## src/hw/rtl/sip24_pkg.sv

```systemverilog
// sip24_pkg: shared types, constants and round functions for the SipHash-2-4 MAC.
// Used by sip24_ctrl, sip24_dp, siphash_2_4_mac, sip_tag_checker and tb. No dependencies.
package sip24_pkg;

   localparam int WORD_W  = 64;
   localparam int COUNT_W = 4;
   localparam int LEN_W   = 8;
   localparam int DATA_W  = 72;   // data_word + byte_count, padded to whole bytes

   typedef logic [WORD_W-1:0]  word_type;
   typedef logic [COUNT_W-1:0] count_type;
   typedef logic [LEN_W-1:0]   len_type;

   localparam word_type SIP_C0 = 64'h736f6d6570736575;
   localparam word_type SIP_C1 = 64'h646f72616e646f6d;
   localparam word_type SIP_C2 = 64'h6c7967656e657261;
   localparam word_type SIP_C3 = 64'h7465646279746573;
   localparam word_type FIN_FLIP = 64'h00000000000000ff;

   localparam int ROT_A = 13;
   localparam int ROT_B = 16;
   localparam int ROT_C = 21;
   localparam int ROT_D = 17;
   localparam int ROT_H = 32;

   localparam count_type FULL_COUNT = 4'd8;

   // configuration register indexes
   localparam logic REG_KEY_LOW  = 1'b0;
   localparam logic REG_KEY_HIGH = 1'b1;

   typedef struct packed {
      word_type v0;
      word_type v1;
      word_type v2;
      word_type v3;
   } lanes_type;

   // controller -> datapath
   typedef struct packed {
      logic accept;      // take the input item, start a message if none is open
      logic round;       // one SipRound on the lanes
      logic fold;        // after the round: v0 ^= absorbed word
      logic flip;        // after the round: v2 ^= 0xff
      logic load_block;  // absorb the length-only final block
      logic emit;        // load tag register, close message
   } cmd_type;

   // datapath -> controller
   typedef struct packed {
      logic last;
      logic full;
   } status_type;

   function automatic word_type rotl(word_type x, int r);
      return (x << r) | (x >> (WORD_W - r));
   endfunction

   function automatic lanes_type sip_round(lanes_type s);
      lanes_type t;
      t = s;
      t.v0 = t.v0 + t.v1;
      t.v1 = rotl(t.v1, ROT_A) ^ t.v0;
      t.v0 = rotl(t.v0, ROT_H);
      t.v2 = t.v2 + t.v3;
      t.v3 = rotl(t.v3, ROT_B) ^ t.v2;
      t.v0 = t.v0 + t.v3;
      t.v3 = rotl(t.v3, ROT_C) ^ t.v0;
      t.v2 = t.v2 + t.v1;
      t.v1 = rotl(t.v1, ROT_D) ^ t.v2;
      t.v2 = rotl(t.v2, ROT_H);
      return t;
   endfunction

   // final block: n (< 8) message bytes with the length in the top byte
   function automatic word_type final_block(len_type len, word_type data, count_type n);
      word_type b;
      b = {len, 56'd0};
      for (int i = 0; i < 7; i++) begin
         if (COUNT_W'(i) < n) begin
            b[8*i +: 8] = data[8*i +: 8];
         end
      end
      return b;
   endfunction

endpackage

```

## src/hw/rtl/sip24_ctrl.sv

```systemverilog
// sip24_ctrl: sequencer for the SipHash-2-4 MAC; issues round commands to
// sip24_dp and owns the input ready and the result valid. Uses sip24_pkg.
module sip24_ctrl (
   input  logic                  clock,
   input  logic                  reset,
   input  logic                  req_tvalid,
   output logic                  req_tready,
   output logic                  rsp_tvalid,
   input  logic                  rsp_tready,
   input  sip24_pkg::status_type status,
   output sip24_pkg::cmd_type    cmd
);
   import sip24_pkg::*;

   typedef enum logic [7:0] {
      ST_IDLE = 8'b00000001,
      ST_R1   = 8'b00000010,
      ST_R2   = 8'b00000100,
      ST_BLK  = 8'b00001000,
      ST_B1   = 8'b00010000,
      ST_B2   = 8'b00100000,
      ST_FIN  = 8'b01000000,
      ST_OUT  = 8'b10000000
   } state_type;

   state_type  state_ff, state_in;
   logic [1:0] fin_cnt_ff, fin_cnt_in;
   logic       rsp_valid_ff, rsp_valid_in;

   always_comb begin
      state_in   = state_ff;
      fin_cnt_in = fin_cnt_ff;
      cmd        = '0;
      case (state_ff)
         ST_IDLE: begin
            if (req_tvalid) begin
               cmd.accept = 1'b1;
               state_in   = ST_R1;
            end
         end
         ST_R1: begin
            cmd.round = 1'b1;
            state_in  = ST_R2;
         end
         ST_R2: begin
            cmd.round = 1'b1;
            cmd.fold  = 1'b1;
            if (!status.last) begin
               state_in = ST_IDLE;
            end else if (status.full) begin
               // 8-byte last word: a length-only block still follows
               state_in = ST_BLK;
            end else begin
               cmd.flip   = 1'b1;
               fin_cnt_in = '0;
               state_in   = ST_FIN;
            end
         end
         ST_BLK: begin
            cmd.load_block = 1'b1;
            state_in       = ST_B1;
         end
         ST_B1: begin
            cmd.round = 1'b1;
            state_in  = ST_B2;
         end
         ST_B2: begin
            cmd.round  = 1'b1;
            cmd.fold   = 1'b1;
            cmd.flip   = 1'b1;
            fin_cnt_in = '0;
            state_in   = ST_FIN;
         end
         ST_FIN: begin
            cmd.round  = 1'b1;
            fin_cnt_in = fin_cnt_ff + 2'd1;
            if (fin_cnt_ff == 2'd3) begin
               state_in = ST_OUT;
            end
         end
         ST_OUT: begin
            if (!rsp_valid_ff || rsp_tready) begin
               cmd.emit = 1'b1;
               state_in = ST_IDLE;
            end
         end
         default: begin
            state_in = ST_IDLE;
         end
      endcase
   end

   always_comb begin
      if (cmd.emit) begin
         rsp_valid_in = 1'b1;
      end else if (rsp_tready) begin
         rsp_valid_in = 1'b0;
      end else begin
         rsp_valid_in = rsp_valid_ff;
      end
   end

   always_ff @(posedge clock) begin
      if (reset) begin
         state_ff     <= ST_IDLE;
         fin_cnt_ff   <= '0;
         rsp_valid_ff <= 1'b0;
      end else begin
         state_ff     <= state_in;
         fin_cnt_ff   <= fin_cnt_in;
         rsp_valid_ff <= rsp_valid_in;
      end
   end

   assign req_tready = (state_ff == ST_IDLE);
   assign rsp_tvalid = rsp_valid_ff;

endmodule

```

## src/hw/rtl/sip24_dp.sv

```systemverilog
// sip24_dp: key registers, the four chaining lanes, length count, the shared
// SipRound unit and the tag register. Driven by sip24_ctrl; uses sip24_pkg.
module sip24_dp (
   input  logic                  clock,
   input  logic                  reset,
   input  logic                  csr_we,
   input  logic                  csr_index,
   input  sip24_pkg::word_type   csr_wdata,
   input  sip24_pkg::word_type   data_word,
   input  sip24_pkg::count_type  byte_count,
   input  logic                  last_word,
   input  sip24_pkg::cmd_type    cmd,
   output sip24_pkg::status_type status,
   output sip24_pkg::word_type   tag
);
   import sip24_pkg::*;

   word_type  key_low_ff, key_low_in;
   word_type  key_high_ff, key_high_in;
   lanes_type lanes_ff, lanes_in;
   word_type  word_ff, word_in;
   word_type  tag_ff, tag_in;
   len_type   len_ff, len_in;
   logic      open_ff, open_in;
   logic      last_ff, last_in;
   logic      full_ff, full_in;

   lanes_type base_lanes;
   lanes_type round_out;
   len_type   base_len;
   len_type   new_len;
   count_type sat_count;
   count_type eff_count;
   logic      eff_full;
   word_type  absorb_word;
   word_type  len_block;

   always_comb begin
      key_low_in  = key_low_ff;
      key_high_in = key_high_ff;
      if (csr_we) begin
         case (csr_index)
            REG_KEY_LOW:  key_low_in  = csr_wdata;
            REG_KEY_HIGH: key_high_in = csr_wdata;
            default: ;
         endcase
      end
   end

   // open message: lanes and length carried on; message start: lanes from key and constants, length 0
   always_comb begin
      if (open_ff) begin
         base_lanes = lanes_ff;
         base_len   = len_ff;
      end else begin
         base_lanes.v0 = SIP_C0 ^ key_low_ff;
         base_lanes.v1 = SIP_C1 ^ key_high_ff;
         base_lanes.v2 = SIP_C2 ^ key_low_ff;
         base_lanes.v3 = SIP_C3 ^ key_high_ff;
         base_len      = '0;
      end
   end

   assign sat_count   = (byte_count > FULL_COUNT) ? FULL_COUNT : byte_count;
   assign eff_count   = last_word ? sat_count : FULL_COUNT;
   assign eff_full    = (eff_count == FULL_COUNT);
   assign new_len     = base_len + LEN_W'(eff_count);
   assign absorb_word = eff_full ? data_word : final_block(new_len, data_word, eff_count);
   assign len_block   = {len_ff, 56'd0};
   assign round_out   = sip_round(lanes_ff);

   always_comb begin
      lanes_in = lanes_ff;
      word_in  = word_ff;
      tag_in   = tag_ff;
      len_in   = len_ff;
      open_in  = open_ff;
      last_in  = last_ff;
      full_in  = full_ff;
      if (cmd.accept) begin
         lanes_in    = base_lanes;
         lanes_in.v3 = base_lanes.v3 ^ absorb_word;
         word_in     = absorb_word;
         len_in      = new_len;
         open_in     = 1'b1;
         last_in     = last_word;
         full_in     = eff_full;
      end
      if (cmd.load_block) begin
         lanes_in.v3 = lanes_ff.v3 ^ len_block;
         word_in     = len_block;
      end
      if (cmd.round) begin
         lanes_in = round_out;
         if (cmd.fold) begin
            lanes_in.v0 = round_out.v0 ^ word_ff;
         end
         if (cmd.flip) begin
            lanes_in.v2 = round_out.v2 ^ FIN_FLIP;
         end
      end
      if (cmd.emit) begin
         tag_in  = lanes_ff.v0 ^ lanes_ff.v1 ^ lanes_ff.v2 ^ lanes_ff.v3;
         open_in = 1'b0;
      end
   end

   always_ff @(posedge clock) begin
      if (reset) begin
         key_low_ff  <= '0;
         key_high_ff <= '0;
         len_ff      <= '0;
         open_ff     <= 1'b0;
         last_ff     <= 1'b0;
         full_ff     <= 1'b0;
      end else begin
         key_low_ff  <= key_low_in;
         key_high_ff <= key_high_in;
         len_ff      <= len_in;
         open_ff     <= open_in;
         last_ff     <= last_in;
         full_ff     <= full_in;
      end
   end

   always_ff @(posedge clock) begin
      lanes_ff <= lanes_in;
      word_ff  <= word_in;
      tag_ff   <= tag_in;
   end

   assign status.last = last_ff;
   assign status.full = full_ff;
   assign tag         = tag_ff;

endmodule

```

## src/hw/rtl/siphash_2_4_mac.sv

```systemverilog
// siphash_2_4_mac: SipHash-2-4 keyed 64-bit tag over a little-endian word stream.
// Top level; instantiates sip24_ctrl and sip24_dp, uses sip24_pkg.
//
//   group | dir | transfer      | payload
//   ------+-----+---------------+----------------------------------------------
//   req_  | in  | tvalid&tready | tdata: data_word, byte_count; tlast: last_word
//   rsp_  | out | tvalid&tready | tdata: tag
//   csr_  | in  | we            | index 0 key_low, 1 key_high; wdata
//
// A non-last word is accepted and given two rounds; a last word with 0..7 bytes
// then gets the finalization rounds before the tag, one with 8 bytes a length-only
// block first. All rounds run one per cycle through the single SipRound unit in sip24_dp.
// Reset is synchronous; keys clear to zero and no message is open.
// The tag sits in an output register; the block goes back to taking words
// while it waits, and a following tag is held until the previous is taken.
module siphash_2_4_mac (
   input  logic                            clock,
   input  logic                            reset,
   input  logic                            req_tvalid,
   output logic                            req_tready,
   input  logic [sip24_pkg::DATA_W-1:0]    req_tdata,   // [63:0] data_word, [67:64] byte_count
   input  logic                            req_tlast,   // last_word
   output logic                            rsp_tvalid,
   input  logic                            rsp_tready,
   output logic [sip24_pkg::WORD_W-1:0]    rsp_tdata,   // [63:0] tag
   input  logic                            csr_we,
   input  logic                            csr_index,
   input  logic [sip24_pkg::WORD_W-1:0]    csr_wdata
);
   import sip24_pkg::*;

   cmd_type    cmd;
   status_type status;

   sip24_ctrl u_ctrl (
      .clock      (clock),
      .reset      (reset),
      .req_tvalid (req_tvalid),
      .req_tready (req_tready),
      .rsp_tvalid (rsp_tvalid),
      .rsp_tready (rsp_tready),
      .status     (status),
      .cmd        (cmd)
   );

   sip24_dp u_dp (
      .clock      (clock),
      .reset      (reset),
      .csr_we     (csr_we),
      .csr_index  (csr_index),
      .csr_wdata  (csr_wdata),
      .data_word  (req_tdata[WORD_W-1:0]),
      .byte_count (req_tdata[WORD_W +: COUNT_W]),
      .last_word  (req_tlast),
      .cmd        (cmd),
      .status     (status),
      .tag        (rsp_tdata)
   );

endmodule

```

## config.mk

```make
export PLATFORM = sky130hd
export DESIGN_NAME = siphash_2_4_mac
export DESIGN_NICKNAME = d
export VERILOG_FILES = /design/src/hw/rtl/sip24_pkg.sv /design/src/hw/rtl/sip24_ctrl.sv /design/src/hw/rtl/sip24_dp.sv /design/src/hw/rtl/siphash_2_4_mac.sv
export SDC_FILE = /design/constraint.sdc
export NUM_CORES = 2
export LEC_CHECK = 0
export ABC_CLOCK_PERIOD_IN_PS = 32600
export BUFFER_PORTS_ARGS = -buffer_cell sky130_fd_sc_hd__buf_2
export CAP_MARGIN = 20
export CELL_PAD_IN_SITES_DETAIL_PLACEMENT = 0
export CELL_PAD_IN_SITES_GLOBAL_PLACEMENT = 2
export CORE_ASPECT_RATIO = 1.75
export CORE_MARGIN = 2
export CORE_UTILIZATION = 42
export CTS_CLUSTER_SIZE = 28
export DETAILED_ROUTE_END_ITERATION = 10
export PLACE_DENSITY_LB_ADDON = 0.1
export SYNTH_ARGS = -nofsm -noshare
export SYNTH_HDL_FRONTEND = slang
export SYNTH_SLANG_ARGS = --single-unit
```

## constraint.sdc

```tcl
create_clock -name clock -period 32.6 [get_ports clock]
set_input_delay 4.89 -clock clock [delete_from_list [all_inputs] [get_ports clock]]
set_output_delay 4.89 -clock clock [all_outputs]
set_load 0.02 [all_outputs]
```

==> out/summary.log <==
qor: cells_and_area.finalCoreUtilization 46.89%
qor: cells_and_area.layout_common_cells sky130_fd_sc_hd__nand2_1, sky130_fd_sc_hd__a21oi_1, sky130_fd_sc_hd__xnor2_1
qor: synth.synth-edff-count 328
qor: sta.worst_slew_pin_slew 1.343 ns
qor: grt.first_global_vias 37720
qor: floorplan.dieHeight 417.0 um
qor: grt.antenna_found_initial 17
qor: cells_and_area.area_growth 10.81%
qor: cells_and_area.layout_commonest_cell sky130_fd_sc_hd__nand2_1
qor: clocking.clkLatencyLatePin 0.71 ns
qor: cells_and_area.design.final.nets 5265
qor: grt.grt.total_usage 46.77%
qor: critical_path.critPathKind reg -> reg
qor: floorplan.design.portCount 209
qor: synth.netlist-cell-type-count 96
qor: worst_hold_path.timing.hold.worst.class reg -> reg
qor: detailed_routing.drt_drc_violations_left 0
qor: place.gp_congestion 1.136
qor: floorplan.fp.dieArea 100100 um2
qor: synth.postSynthAreaPerCell 8.509 um2
qor: clocking.cts-hold-fix-buffers 0
qor: sta.min_period_over_period 28.82%
qor: synth.mappedNetlistNets 5216
qor: sta.fin_crit 9.396 ns
qor: critical_path.worst_setup_path_startpoint u_dp.lanes_ff[140]
qor: synth.ys.flop_type sky130_fd_sc_hd__edfxtp_1
qor: detailed_routing.drt_wl_total 235.9 mm
qor: detailed_routing.firstDrtPassIters 8
qor: floorplan.floorplan.initialDensity 42.32%
qor: detailed_routing.vias 40020
qor: critical_path.register_to_register_setup_slack 23.20 ns
qor: critical_path.rr_startpoint u_dp.lanes_ff[140]
qor: run_status.status complete, no violations
qor: detailed_routing.viasPerCell 6.435
qor: sta.skew 0.05120 ns
qor: cells_and_area.layout_cell_share_with_drive_strength_beyond_1 9.823%
qor: worst_hold_path.whs_path_depth 2
qor: place.io_buffers 204
qor: grt.grt_max_degree 137
qor: flow_run.drv_cap 0
qor: synth.synth-seq-area-share 34.14%
qor: critical_path.worst_setup_path_start_kind register
qor: critical_path.path_depth_of_the_worst_reg2reg_path 21
qor: sta.timing.final.setup_violations 0
qor: detailed_routing.ant_nets 0
qor: clocking.cts_post_setup_buffers_inserted 0
qor: synth.synthesis.area 40940 um2
qor: sta.slew-limit-headroom 10.15%
qor: synth.netlist_instances 4811
qor: synth.ffs_w_async_s_r_synth 0%
qor: sta.finalHoldViolations 0
qor: critical_path.cp.arrival 9.91 ns
qor: sta.maximum_achievable_frequency 106.4 MHz
qor: critical_path.critical_path_peak_fanout 7
qor: clocking.cts_repair_resize_count 0
qor: sta.finalSetupTns 0 ns
qor: sta.grt_setup_unrepaired false
qor: clocking.numClockSinks 534
qor: critical_path.critical_path.endpoint_type register
qor: floorplan.placementRows 151
qor: grt.grt_pass1_wl 315.3 mm
qor: clocking.number_of_levels_in_the_clock_h_tree 2
qor: worst_hold_path.hp-start u_dp.key_high_ff[43]
qor: sta.final-max-slew-violation-count 0
qor: synth.synthesis.yosys.warnings 0
qor: place.dp_hpwl 193.3 mm
qor: floorplan.core_area 96730 um2
qor: clocking.cts_tree done
qor: floorplan.die-width 240.0 um
qor: clocking.tritoncts.num_buffers 55
qor: critical_path.cp_data_required_time 33.12 ns
qor: detailed_routing.detail_route.wl_per_cell 37.93 um
qor: detailed_routing.drt_first_iter_violations 5075
qor: synth.synth-seq-cells 534
qor: clocking.cts_root_buffer sky130_fd_sc_hd__clkbuf_16
qor: grt.globalRoute.totalOverflow 0
qor: clocking.clock_path_buffers 3
qor: clocking.clock_transition_time_at_the_flip_flop_clock_pins_of_the_worst_setup_and_hold_paths 0.07 ns
-- cell usage after synthesis (29+ instances only) --
cell type	number	area (um2)
sky130_fd_sc_hd__nand2_1	623	2338
sky130_fd_sc_hd__a21oi_1	591	2958
sky130_fd_sc_hd__xnor2_1	441	3862
sky130_fd_sc_hd__nor2_1	348	1306
sky130_fd_sc_hd__edfxtp_1	328	9849
sky130_fd_sc_hd__o21ai_0	306	1531
sky130_fd_sc_hd__xor2_1	268	2347
sky130_fd_sc_hd__clkbuf_1	263	987.2
sky130_fd_sc_hd__ha_1	257	3216
sky130_fd_sc_hd__dfxtp_1	206	4124
sky130_fd_sc_hd__a21o_1	143	1074
sky130_fd_sc_hd__nand3_1	143	715.7
sky130_fd_sc_hd__inv_1	84	315.3
sky130_fd_sc_hd__o21bai_1	61	457.9
sky130_fd_sc_hd__nand4_1	56	350.3
sky130_fd_sc_hd__o22ai_1	45	281.5
sky130_fd_sc_hd__nor2b_1	43	269.0
sky130_fd_sc_hd__nor3_1	42	210.2
sky130_fd_sc_hd__o21a_1	35	262.8
sky130_fd_sc_hd__nand2b_1	32	200.2
sky130_fd_sc_hd__a211oi_1	30	225.2
sky130_fd_sc_hd__a31oi_1	29	181.4
-- kinds of logic (layout without fill, tap and decap cells) --
family,Yosys count,after routing,synth area share (%)
AO/OA/AOI/OAI,1458,1458,21.79
XOR/XNOR,729,729,16.24
adder cells (fa/ha/maj),262,262,8.100
buffers and inverters,375,471,3.454
flip-flops,534,534,34.14
multiplexers,43,43,1.100
other,0,12,0
AND/OR/NAND/NOR,1410,1410,15.18
-- metrics by stage --
step           instance area, um2  hold WS (ns)  worst slack, ns  std cells
5_1_grt                     45330        0.4711            23.19       6208
2_1_floorplan               40940        0.4235            12.96       4811
3_5_place_dp                43110        0.4417            23.86       6081
4_1_cts                     44980        0.4506            23.81       6185
3_3_place_gp                43080        0.4406            23.86       6077
6_report                    45360        0.4497            23.20       6219
-- cell type report --
class                           count  area, um2
Clock inverter                     19      151.4
Inverter                           85      319.1
Antenna cell                       12      30.03
Clock buffer                       85       1714
Multi-Input combinational cell   3902      25830
Timing Repair Buffer              282       1708
Sequential cell                   534      13980
Tap cell                         1300       1627
Fill cell                        9900      51370
-- state kept, by name, summed over array words and instances, names as in the netlist, 2 cells and up --
register	count
u_ctrl.state_ff	8
u_dp.key_high_ff	64
u_dp.lanes_ff	256
u_dp.key_low_ff	64
u_dp.word_ff	64
u_dp.len_ff	8
u_dp.tag	64
u_ctrl.fin_cnt_ff	2
-- path summary, 6_finish.rpt --
check                                       endpoint
worst max-delay path              u_dp.lanes_ff[182]
worst min-delay path            u_dp.key_high_ff[43]
worst max register to register    u_dp.lanes_ff[182]
worst min register to register  u_dp.key_high_ff[43]
-- critical path: stages, from the launching register on --
cell	delay (ns)
sky130_fd_sc_hd__edfxtp_1	0.48
sky130_fd_sc_hd__ha_1	0.45
sky130_fd_sc_hd__and2_1	0.31
sky130_fd_sc_hd__and3_1	0.24
sky130_fd_sc_hd__and2_1	0.17
sky130_fd_sc_hd__a221oi_1	0.62
sky130_fd_sc_hd__nand2_1	0.22
sky130_fd_sc_hd__a21oi_1	0.30
sky130_fd_sc_hd__o21ai_0	0.22
sky130_fd_sc_hd__xor2_1	0.77
sky130_fd_sc_hd__xor2_1	0.69
sky130_fd_sc_hd__ha_1	0.45
sky130_fd_sc_hd__nand4_1	0.20
sky130_fd_sc_hd__or3_1	0.43
sky130_fd_sc_hd__a211o_1	0.34
sky130_fd_sc_hd__a2111oi_1	0.74
sky130_fd_sc_hd__o21ai_1	0.23
sky130_fd_sc_hd__a21oi_1	0.46
sky130_fd_sc_hd__a21oi_1	0.17
sky130_fd_sc_hd__xnor2_1	0.86
sky130_fd_sc_hd__xnor2_1	0.54
sky130_fd_sc_hd__o21ai_0	0.30
-- routing by layer --
metal	up-vias	wire length (um)	global-route usage, %
li1	17290	-	-
met1	19450	81270	51.66
met2	2483	102000	70.05
met3	794	22000	13.18
met4	4	30600	47.81
met5	-	27	0
Power is left out: the tool's default activity adds up to more than one toggle a clock period on the data nets, which glitch-free logic cannot reach.
